File: config.mk
export PLATFORM = sky130hd
export DESIGN_NAME = gbs_ctrl
export DESIGN_NICKNAME = d
export VERILOG_FILES = /design/src/hdl/gbs_pkg.sv /design/src/hdl/gbs_ctrl.sv
export SDC_FILE = /design/constraint.sdc
export NUM_CORES = 1
export LEC_CHECK = 0
export ABC_AREA = 1
export BUFFER_PORTS_ARGS = -buffer_cell sky130_fd_sc_hd__buf_2
export CAP_MARGIN = 20
export CORE_AREA = 2 2 53 55
export CTS_BUF_LIST = sky130_fd_sc_hd__clkbuf_2
export CTS_CLUSTER_DIAMETER = 120
export DETAILED_ROUTE_END_ITERATION = 12
export DIE_AREA = 0 0 55 57
export SLEW_MARGIN = 20
export SYNTH_ARGS = -nofsm -noshare
export SYNTH_HDL_FRONTEND = slang
export SYNTH_SLANG_ARGS = --single-unit
File: constraint.sdc
create_clock -name clk_i -period 1.8 [get_ports clk_i]
set_input_delay 0.36 -clock clk_i [delete_from_list [all_inputs] [get_ports clk_i]]
set_output_delay 0.36 -clock clk_i [all_outputs]
set_load 0.005 [all_outputs]
File: src/hdl/gbs_pkg.sv
package gbs_pkg;

  localparam int unsigned NUM_COMPONENTS_DEF = 3;
  localparam int unsigned MAX_PIXELS_DEF     = 524288;

  localparam int unsigned CFG_IDX_W  = 3;
  localparam int unsigned CFG_DATA_W = 16;

  // register indexes of the configuration port
  localparam logic [CFG_IDX_W-1:0] REG_LEARN_RATE   = 3'd0;
  localparam logic [CFG_IDX_W-1:0] REG_MATCH_THR    = 3'd1;
  localparam logic [CFG_IDX_W-1:0] REG_INIT_DEV     = 3'd2;
  localparam logic [CFG_IDX_W-1:0] REG_FRAME_WIDTH  = 3'd3;
  localparam logic [CFG_IDX_W-1:0] REG_FRAME_HEIGHT = 3'd4;

  localparam logic [15:0] LEARN_RATE_RST = 16'd6554;
  localparam logic [7:0]  MATCH_THR_RST  = 8'd56;
  localparam logic [15:0] INIT_DEV_RST   = 16'd1536;
  localparam logic [10:0] FRAME_W_RST    = 11'd640;
  localparam logic [9:0]  FRAME_H_RST    = 10'd480;

  localparam logic [1:0]  NO_MATCH         = 2'd3;
  localparam logic [16:0] LOG2E_Q16        = 17'd94548;
  localparam logic [14:0] INV_SQRT_2PI_Q16 = 15'd26145;
  localparam logic [16:0] ONE_Q16          = 17'h10000;

  typedef enum logic [4:0] {
    OP_NOP,
    OP_CLEAR,
    OP_ACCEPT,
    OP_STEP,
    OP_SQUARE,
    OP_DIV_Z,
    OP_EXP_MUL,
    OP_EXP_TAB,
    OP_EXP_SHIFT,
    OP_RHO_MUL1,
    OP_RHO_MUL2,
    OP_DIV_RHO,
    OP_RHO_SAT,
    OP_MEAN_MUL,
    OP_MEAN_SUM,
    OP_VAR_SQ,
    OP_VAR_MUL1,
    OP_VAR_MUL2,
    OP_VAR_SUM,
    OP_SQRT,
    OP_WRITE,
    OP_OUT_LOAD
  } op_e;

  typedef struct packed {
    op_e        op;
    logic [1:0] k;
  } cmd_t;

  typedef struct packed {
    logic clear_last;
    logic hit;
    logic div_done;
    logic sqrt_done;
  } status_t;

  // 2^(-i/16) in Q1.16
  function automatic logic [16:0] pow2_neg(input logic [4:0] idx);
    logic [16:0] v;
    case (idx)
      5'd0:    v = 17'd65536;
      5'd1:    v = 17'd62757;
      5'd2:    v = 17'd60097;
      5'd3:    v = 17'd57549;
      5'd4:    v = 17'd55109;
      5'd5:    v = 17'd52773;
      5'd6:    v = 17'd50535;
      5'd7:    v = 17'd48393;
      5'd8:    v = 17'd46341;
      5'd9:    v = 17'd44376;
      5'd10:   v = 17'd42495;
      5'd11:   v = 17'd40693;
      5'd12:   v = 17'd38968;
      5'd13:   v = 17'd37316;
      5'd14:   v = 17'd35734;
      5'd15:   v = 17'd34219;
      5'd16:   v = 17'd32768;
      default: v = 17'd0;
    endcase
    return v;
  endfunction

endpackage

File: src/hdl/gbs_ctrl.sv
module gbs_ctrl #(
  parameter int unsigned NUM_COMPONENTS = gbs_pkg::NUM_COMPONENTS_DEF
) (
  input  logic             clk_i,
  input  logic             rst_ni,
  input  logic             in_valid_i,
  output logic             in_ready_o,
  output logic             out_valid_o,
  input  logic             out_ready_i,
  output gbs_pkg::cmd_t    cmd_o,
  input  gbs_pkg::status_t status_i
);
  import gbs_pkg::*;

  localparam logic [1:0] K_LAST = 2'(NUM_COMPONENTS - 1);

  localparam logic [4:0] S_CLEAR  = 5'd0;
  localparam logic [4:0] S_IDLE   = 5'd1;
  localparam logic [4:0] S_STEP   = 5'd2;
  localparam logic [4:0] S_BRANCH = 5'd3;
  localparam logic [4:0] S_SQUARE = 5'd4;
  localparam logic [4:0] S_DIVZ   = 5'd5;
  localparam logic [4:0] S_DIVZ_W = 5'd6;
  localparam logic [4:0] S_EXP1   = 5'd7;
  localparam logic [4:0] S_EXP2   = 5'd8;
  localparam logic [4:0] S_EXP3   = 5'd9;
  localparam logic [4:0] S_RHO1   = 5'd10;
  localparam logic [4:0] S_RHO2   = 5'd11;
  localparam logic [4:0] S_DIVR   = 5'd12;
  localparam logic [4:0] S_DIVR_W = 5'd13;
  localparam logic [4:0] S_RHO3   = 5'd14;
  localparam logic [4:0] S_MEAN1  = 5'd15;
  localparam logic [4:0] S_MEAN2  = 5'd16;
  localparam logic [4:0] S_VAR1   = 5'd17;
  localparam logic [4:0] S_VAR2   = 5'd18;
  localparam logic [4:0] S_VAR3   = 5'd19;
  localparam logic [4:0] S_VAR4   = 5'd20;
  localparam logic [4:0] S_SQRT   = 5'd21;
  localparam logic [4:0] S_SQRT_W = 5'd22;
  localparam logic [4:0] S_WRITE  = 5'd23;
  localparam logic [4:0] S_OUT    = 5'd24;

  logic [4:0] state_q, state_d;
  logic [1:0] k_q, k_d;
  logic       ovalid_q, ovalid_d;
  logic       in_fire, out_load;

  always_comb begin
    state_d    = state_q;
    k_d        = k_q;
    cmd_o.op   = OP_NOP;
    cmd_o.k    = k_q;
    in_ready_o = 1'b0;
    out_load   = 1'b0;
    unique case (state_q)
      S_CLEAR: begin
        cmd_o.op = OP_CLEAR;
        if (status_i.clear_last) state_d = S_IDLE;
      end
      S_IDLE: begin
        in_ready_o = 1'b1;
        if (in_valid_i) begin
          cmd_o.op = OP_ACCEPT;
          k_d      = 2'd0;
          state_d  = S_STEP;
        end
      end
      S_STEP: begin
        cmd_o.op = OP_STEP;
        if (k_q == K_LAST) state_d = S_BRANCH;
        else k_d = k_q + 2'd1;
      end
      S_BRANCH: state_d = status_i.hit ? S_SQUARE : S_WRITE;
      S_SQUARE: begin
        cmd_o.op = OP_SQUARE;
        state_d  = S_DIVZ;
      end
      S_DIVZ: begin
        cmd_o.op = OP_DIV_Z;
        state_d  = S_DIVZ_W;
      end
      S_DIVZ_W: if (status_i.div_done) state_d = S_EXP1;
      S_EXP1: begin
        cmd_o.op = OP_EXP_MUL;
        state_d  = S_EXP2;
      end
      S_EXP2: begin
        cmd_o.op = OP_EXP_TAB;
        state_d  = S_EXP3;
      end
      S_EXP3: begin
        cmd_o.op = OP_EXP_SHIFT;
        state_d  = S_RHO1;
      end
      S_RHO1: begin
        cmd_o.op = OP_RHO_MUL1;
        state_d  = S_RHO2;
      end
      S_RHO2: begin
        cmd_o.op = OP_RHO_MUL2;
        state_d  = S_DIVR;
      end
      S_DIVR: begin
        cmd_o.op = OP_DIV_RHO;
        state_d  = S_DIVR_W;
      end
      S_DIVR_W: if (status_i.div_done) state_d = S_RHO3;
      S_RHO3: begin
        cmd_o.op = OP_RHO_SAT;
        state_d  = S_MEAN1;
      end
      S_MEAN1: begin
        cmd_o.op = OP_MEAN_MUL;
        state_d  = S_MEAN2;
      end
      S_MEAN2: begin
        cmd_o.op = OP_MEAN_SUM;
        state_d  = S_VAR1;
      end
      S_VAR1: begin
        cmd_o.op = OP_VAR_SQ;
        state_d  = S_VAR2;
      end
      S_VAR2: begin
        cmd_o.op = OP_VAR_MUL1;
        state_d  = S_VAR3;
      end
      S_VAR3: begin
        cmd_o.op = OP_VAR_MUL2;
        state_d  = S_VAR4;
      end
      S_VAR4: begin
        cmd_o.op = OP_VAR_SUM;
        state_d  = S_SQRT;
      end
      S_SQRT: begin
        cmd_o.op = OP_SQRT;
        state_d  = S_SQRT_W;
      end
      S_SQRT_W: if (status_i.sqrt_done) state_d = S_WRITE;
      S_WRITE: begin
        cmd_o.op = OP_WRITE;
        state_d  = S_OUT;
      end
      S_OUT: begin
        // hold until the output register is free
        if (!ovalid_q || out_ready_i) begin
          cmd_o.op = OP_OUT_LOAD;
          out_load = 1'b1;
          state_d  = S_IDLE;
        end
      end
      default: state_d = S_IDLE;
    endcase
  end

  assign in_fire  = in_ready_o && in_valid_i;
  assign ovalid_d = out_load ? 1'b1 : (out_ready_i ? 1'b0 : ovalid_q);

  always_ff @(posedge clk_i or negedge rst_ni) begin
    if (!rst_ni) begin
      state_q  <= S_CLEAR;
      k_q      <= '0;
      ovalid_q <= 1'b0;
    end else begin
      state_q  <= state_d;
      k_q      <= k_d;
      ovalid_q <= ovalid_d;
    end
  end

  assign out_valid_o = ovalid_q;

`ifndef SYNTHESIS
  a_accept_step: assert property (@(posedge clk_i) disable iff (!rst_ni)
    in_fire |=> (state_q == S_STEP) && (k_q == 2'd0))
    else $error("accepted item did not start the component walk");
  a_k_range: assert property (@(posedge clk_i) disable iff (!rst_ni)
    (state_q == S_STEP) |-> (k_q <= K_LAST))
    else $error("component index out of range");
  a_out_hold: assert property (@(posedge clk_i) disable iff (!rst_ni)
    ((state_q == S_OUT) && ovalid_q && !out_ready_i) |=> (state_q == S_OUT))
    else $error("result loaded over a waiting result");
`endif
endmodule

=== Word level (Yosys, flattened, before mapping) ===
Cells that the tools add are included.

* Input port bits: 8
* Word-level logic and storage cells: 64
* Bits in registers: 8
* Output and inout bits: 9

* Reductions and logical operators: 7
* Equal/unequal tests: 33
* Muxes and demuxes: 20
* Add/sub/neg operators: 1

{| class="wikitable"
|+ Operator list
! cell !! number
|-
| $pmux W5 S25 || 1
|-
| $pmux W5 S21 || 1
|-
| $eq A5 B5 Y1 const B || 9
|-
| $mux W5 || 9
|-
| $eq A5 B4 Y1 const B || 8
|-
| $eq A5 B3 Y1 const B || 4
|-
| $ne A2 B2 Y1 const B || 8
|-
| $eq A5 B2 Y1 const B || 2
|-
| $reduce_and A7 Y1 || 1
|-
| $mux W2 || 3
|-
| $eq A5 B1 Y1 const B || 1
|-
| $logic_not A5 Y1 || 1
|-
| $mux W1 || 5
|-
| $pmux W2 S2 || 1
|-
| $reduce_bool A2 Y1 || 2
|-
| $reduce_and A3 Y1 || 1
|-
| $add A2 B1 Y2 const B || 1
|-
| $eq A2 B2 Y1 const B || 1
|-
| $logic_not A1 Y1 || 1
|-
| $logic_or A1 B1 Y1 || 1
|}

=== Longest topological paths before layout ===
* Word-level depth: 5
* Depth in mapped cells: 11
* Mapped depth without buffers: 10

=== Worst setup path before layout ===
No wires, ideal clock.

* Path type: register to output
* Start: reg state_q[4]
* End: out cmd_o[3] (netlist name)
* Buffers on the path: 1
* Path slack: 227 ps
* Cell stages (with the launch flop): 8
* Data required time: 1440 ps
* Arrival time: 1213 ps
* Path through: dfrtp_1 > buf_4 > nor2_1 > nand2_1 > nand2_1 > nor2_1 > nand3_1 > nand3b_1

{| class="wikitable"
|+ RTL lines
! element !! RTL line !! source
|-
| start, declared || gbs_ctrl.sv:43 || <nowiki>logic [4:0] state_q, state_d;</nowiki>
|-
| start signal, assigned || gbs_ctrl.sv:166 || <nowiki>state_q <= state_d;</nowiki>
|-
| end, declared || gbs_ctrl.sv:10 || <nowiki>output gbs_pkg::cmd_t cmd_o,</nowiki>
|}

==> flow_metrics.py <==
metrics = {
    "cells_and_area": {
        "layout_commonest_cell": "nand2_1",
        "areaGrowthSynthToFinish_pct": 43.8,
        "drive_gt1_share_pct": 40.9,
        "final_cell_mix": "nand2_1 (39), nand3_1 (25), buf_4 (18)",
        "stdcell_count": 234,
        "postLayoutCoreUtil_pct": 53.1,
        "n_antenna_cell": 0,
        "finalNetCount": 215,
        "fill_cells": 271,
    },
    "timing": {
        "fin_skew_ns": 0.00277,
        "max_slew.worst_pin.slew_ns": 0.361,
        "period_minus_slack_ns": 1.90,
        "worst_slack_ns": -0.0960,
        "finalCritPeriodShare_pct": 105,
        "rsz0062_at_grt": "true",
        "fmax_mhz": 527,
        "slew_headroom_pct": 75.8,
        "drv_slew": 0,
        "setup_viol": 4,
        "finalHoldViolCount": 0,
    },
    "worst_setup_path": {
        "cp_max_fo": 6,
        "rr_startpoint": "state_q[2]",
        "crit_slowest_cell": "dfrtp_2",
        "endpoint": "cmd_o[2]",
        "max_stage_delay_ns": 0.48,
        "cp-start-kind": "register",
        "reg2reg_depth": 11,
        "crit_arrival_ns": 1.54,
        "rrSetupSlack_ns": 0.22,
        "crit_chain": "nor2_4 -> buf_6 -> nand3_2 -> nand2_2 -> nor3b_2 -> nand4_1 -> buf_2",
        "crit_type": "reg -> out",
        "cp-startpoint": "state_q[3]",
        "worstReg2RegEnd": "state_q[4]",
        "crit_required_ns": 1.44,
        "end_kind": "output pin",
    },
    "clock_tree": {
        "cts_sinks": 8,
        "cts_tree": "built",
        "cts_buffers": 3,
        "cts-root-buf": "clkbuf_2",
        "clkTransAtPathRegs_ns": 0.07,
        "insertion_delay_ns": 0.22,
        "h-tree-depth": 1,
        "clock_path_buffers": 2,
    },
    "detailed_routing": {
        "firstDrtPassIters": 4,
        "antenna_left": 0,
        "wl_um": 3220,
        "drcViolationCount": 0,
        "viasPerCell": 5.30,
        "vias": 1240,
        "wl_per_cell_um": 13.7,
        "drtIter0Drc": 57,
    },
    "logic_synthesis": {
        "synth.avg_cell_area_sq_um": 5.88,
        "synth.net_count": 174,
        "synth_area_sq_um": 965,
        "yosysUniqueCellTypes": 24,
        "syn-instance-count": 164,
        "yosysWarnings": 0,
        "synth-edff-count": 0,
        "synth-seq-cells": 8,
        "yosysSeqAreaShare_pct": 20.8,
        "async_flop_share_pct": 100,
        "synth_ff_type": "dfrtp_1",
    },
    "floorplanning": {
        "rows": 19,
        "start_util_pct": 36.9,
        "core_sq_um": 2620,
        "die_width_um": 55,
        "die_h_um": 57,
        "num_io_pins": 17,
        "dieArea_sq_um": 3140,
    },
    "grt": {
        "grt_pass1_wl_um": 5560,
        "groute.usage.overall_pct": 24.0,
        "grt_max_degree": 9,
        "grt_pass1_vias": 1279,
        "antenna_found_initial": 0,
        "gr-total-overflow": 0,
    },
    "power": {
        "power_density_nw_per_um2": 1580,
        "p_leak_nw": 0.784,
        "ir_drop_mv": 0.830,
    },
    "placement": {
        "dpl.hpwl_um": 2340,
        "port_buffers": 16,
        "numPlacedInstances": 218,
        "gp_congestion": 0.893,
    },
    "worst_hold_path": {
        "min_path_type": "in -> reg",
    },
    "run_status": {
        "violations": "negative setup slack",
        "status": "finished, violations left",
    },
    "run": {
        "drv_cap": 0,
    },
}
[cell type report]
type | instances | area, sq um | area share (%)
Clock buffer | 3 | 15.0 | 1.08
Multi-Input combinational cell | 134 | 766 | 55.2
Timing Repair Buffer | 40 | 284 | 20.5
Inverter | 18 | 77.6 | 5.59
Sequential cell | 8 | 206 | 14.9
Tap cell | 31 | 38.8 | 2.80
[worst min-delay path by stage]
stage,endpoint,startpoint,cells past startpoint
detailed placement,state_q[2],rst_ni,1
CTS,out_valid_o,out_ready_i,2
finish,out_valid_o,out_ready_i,2
global placement,state_q[3],rst_ni,1
global route,out_valid_o,out_ready_i,2
floorplan,k_q[0],rst_ni,0
[Yosys cell counts, types with 3 or more instances]
cell type,instances,area [sq um]
nand2_1,47,176
nand3_1,28,140
buf_6,3,33.8
o211ai_1,3,22.5
nor2_2,6,37.5
nand4_1,4,25.0
nor2_1,23,86.3
a21oi_1,3,15.0
inv_1,15,56.3
o21ai_0,6,30.0
dfrtp_1,8,200
[cells by family after synthesis]
logic type / count (synthesis) / synth area share [%]
adders and majority gates: 2 / 2.59
AOI/OAI and AO/OA: 15 / 8.95
DFF: 8 / 20.8
and+or+nand+nor: 117 / 55.9
buffers and inverters: 22 / 11.8
[metrics by stage]
| step | area (sq um) | setup slack [ns] | hold WS, ns | setup TNS [ns] | total power, mW |
|---|---|---|---|---|---|
| final | 1390 | -0.0960 | 0.348 | -0.219 | 2.19 |
| after global routing | 1390 | -0.183 | 0.366 | -0.733 | 2.40 |
| after CTS | 1360 | -0.0673 | 0.333 | -0.239 | 2.11 |
| after detailed placement | 1120 | 0.0299 | 0.217 | 0 | 1.68 |
| after global placement | 1120 | 0.0677 | 0.209 | 0 | 1.68 |
| after floorplan | 965 | 0.227 | 0.0644 | 0 | 1.28 |
[sequential cells by signal, summed over array words and instances (netlist names)]
name and flops:
state_q 5, k_q 2, out_valid_o 1
[repair_timing]
action	in CTS	in global routing
pin swaps	10	7
buffers inserted	11	0
gates cloned	1	0
hold buffers	1	0
endpoints found under the hold margin	8	0
setup endpoints to repair	5	5
gates resized for setup	38	7
[critical path, delay by kind of cell (launching register included)]
| kind | cells | cell delay [ns] |
|---|---|---|
| AND/OR/NAND/NOR | 5 | 0.55 |
| flip-flops | 1 | 0.48 |
| buffers and inverters | 2 | 0.28 |
[where the power goes]
| group | total, mW | switching [mW] | internal, mW | leakage (nW) |
|---|---|---|---|---|
| logic | 1.71 | 1.00 | 0.711 | 0.672 |
| clock network | 0.0991 | 0.0538 | 0.0454 | 0.0125 |
| registers | 0.378 | 0.127 | 0.251 | 0.0993 |
| total | 2.19 | 1.18 | 1.01 | 0.784 |
[per-layer routing]
metal / vias up / wire length [um] / track usage, %
met3: 14 / 106 / 2.62
met2: 39 / 1560 / 37.9
met1: 563 / 1420 / 30.4
li1: 624 / - / -
met5: - / 0 / 0
met4: 0 / 133 / 15.3
(Power assumes the default switching activity.)
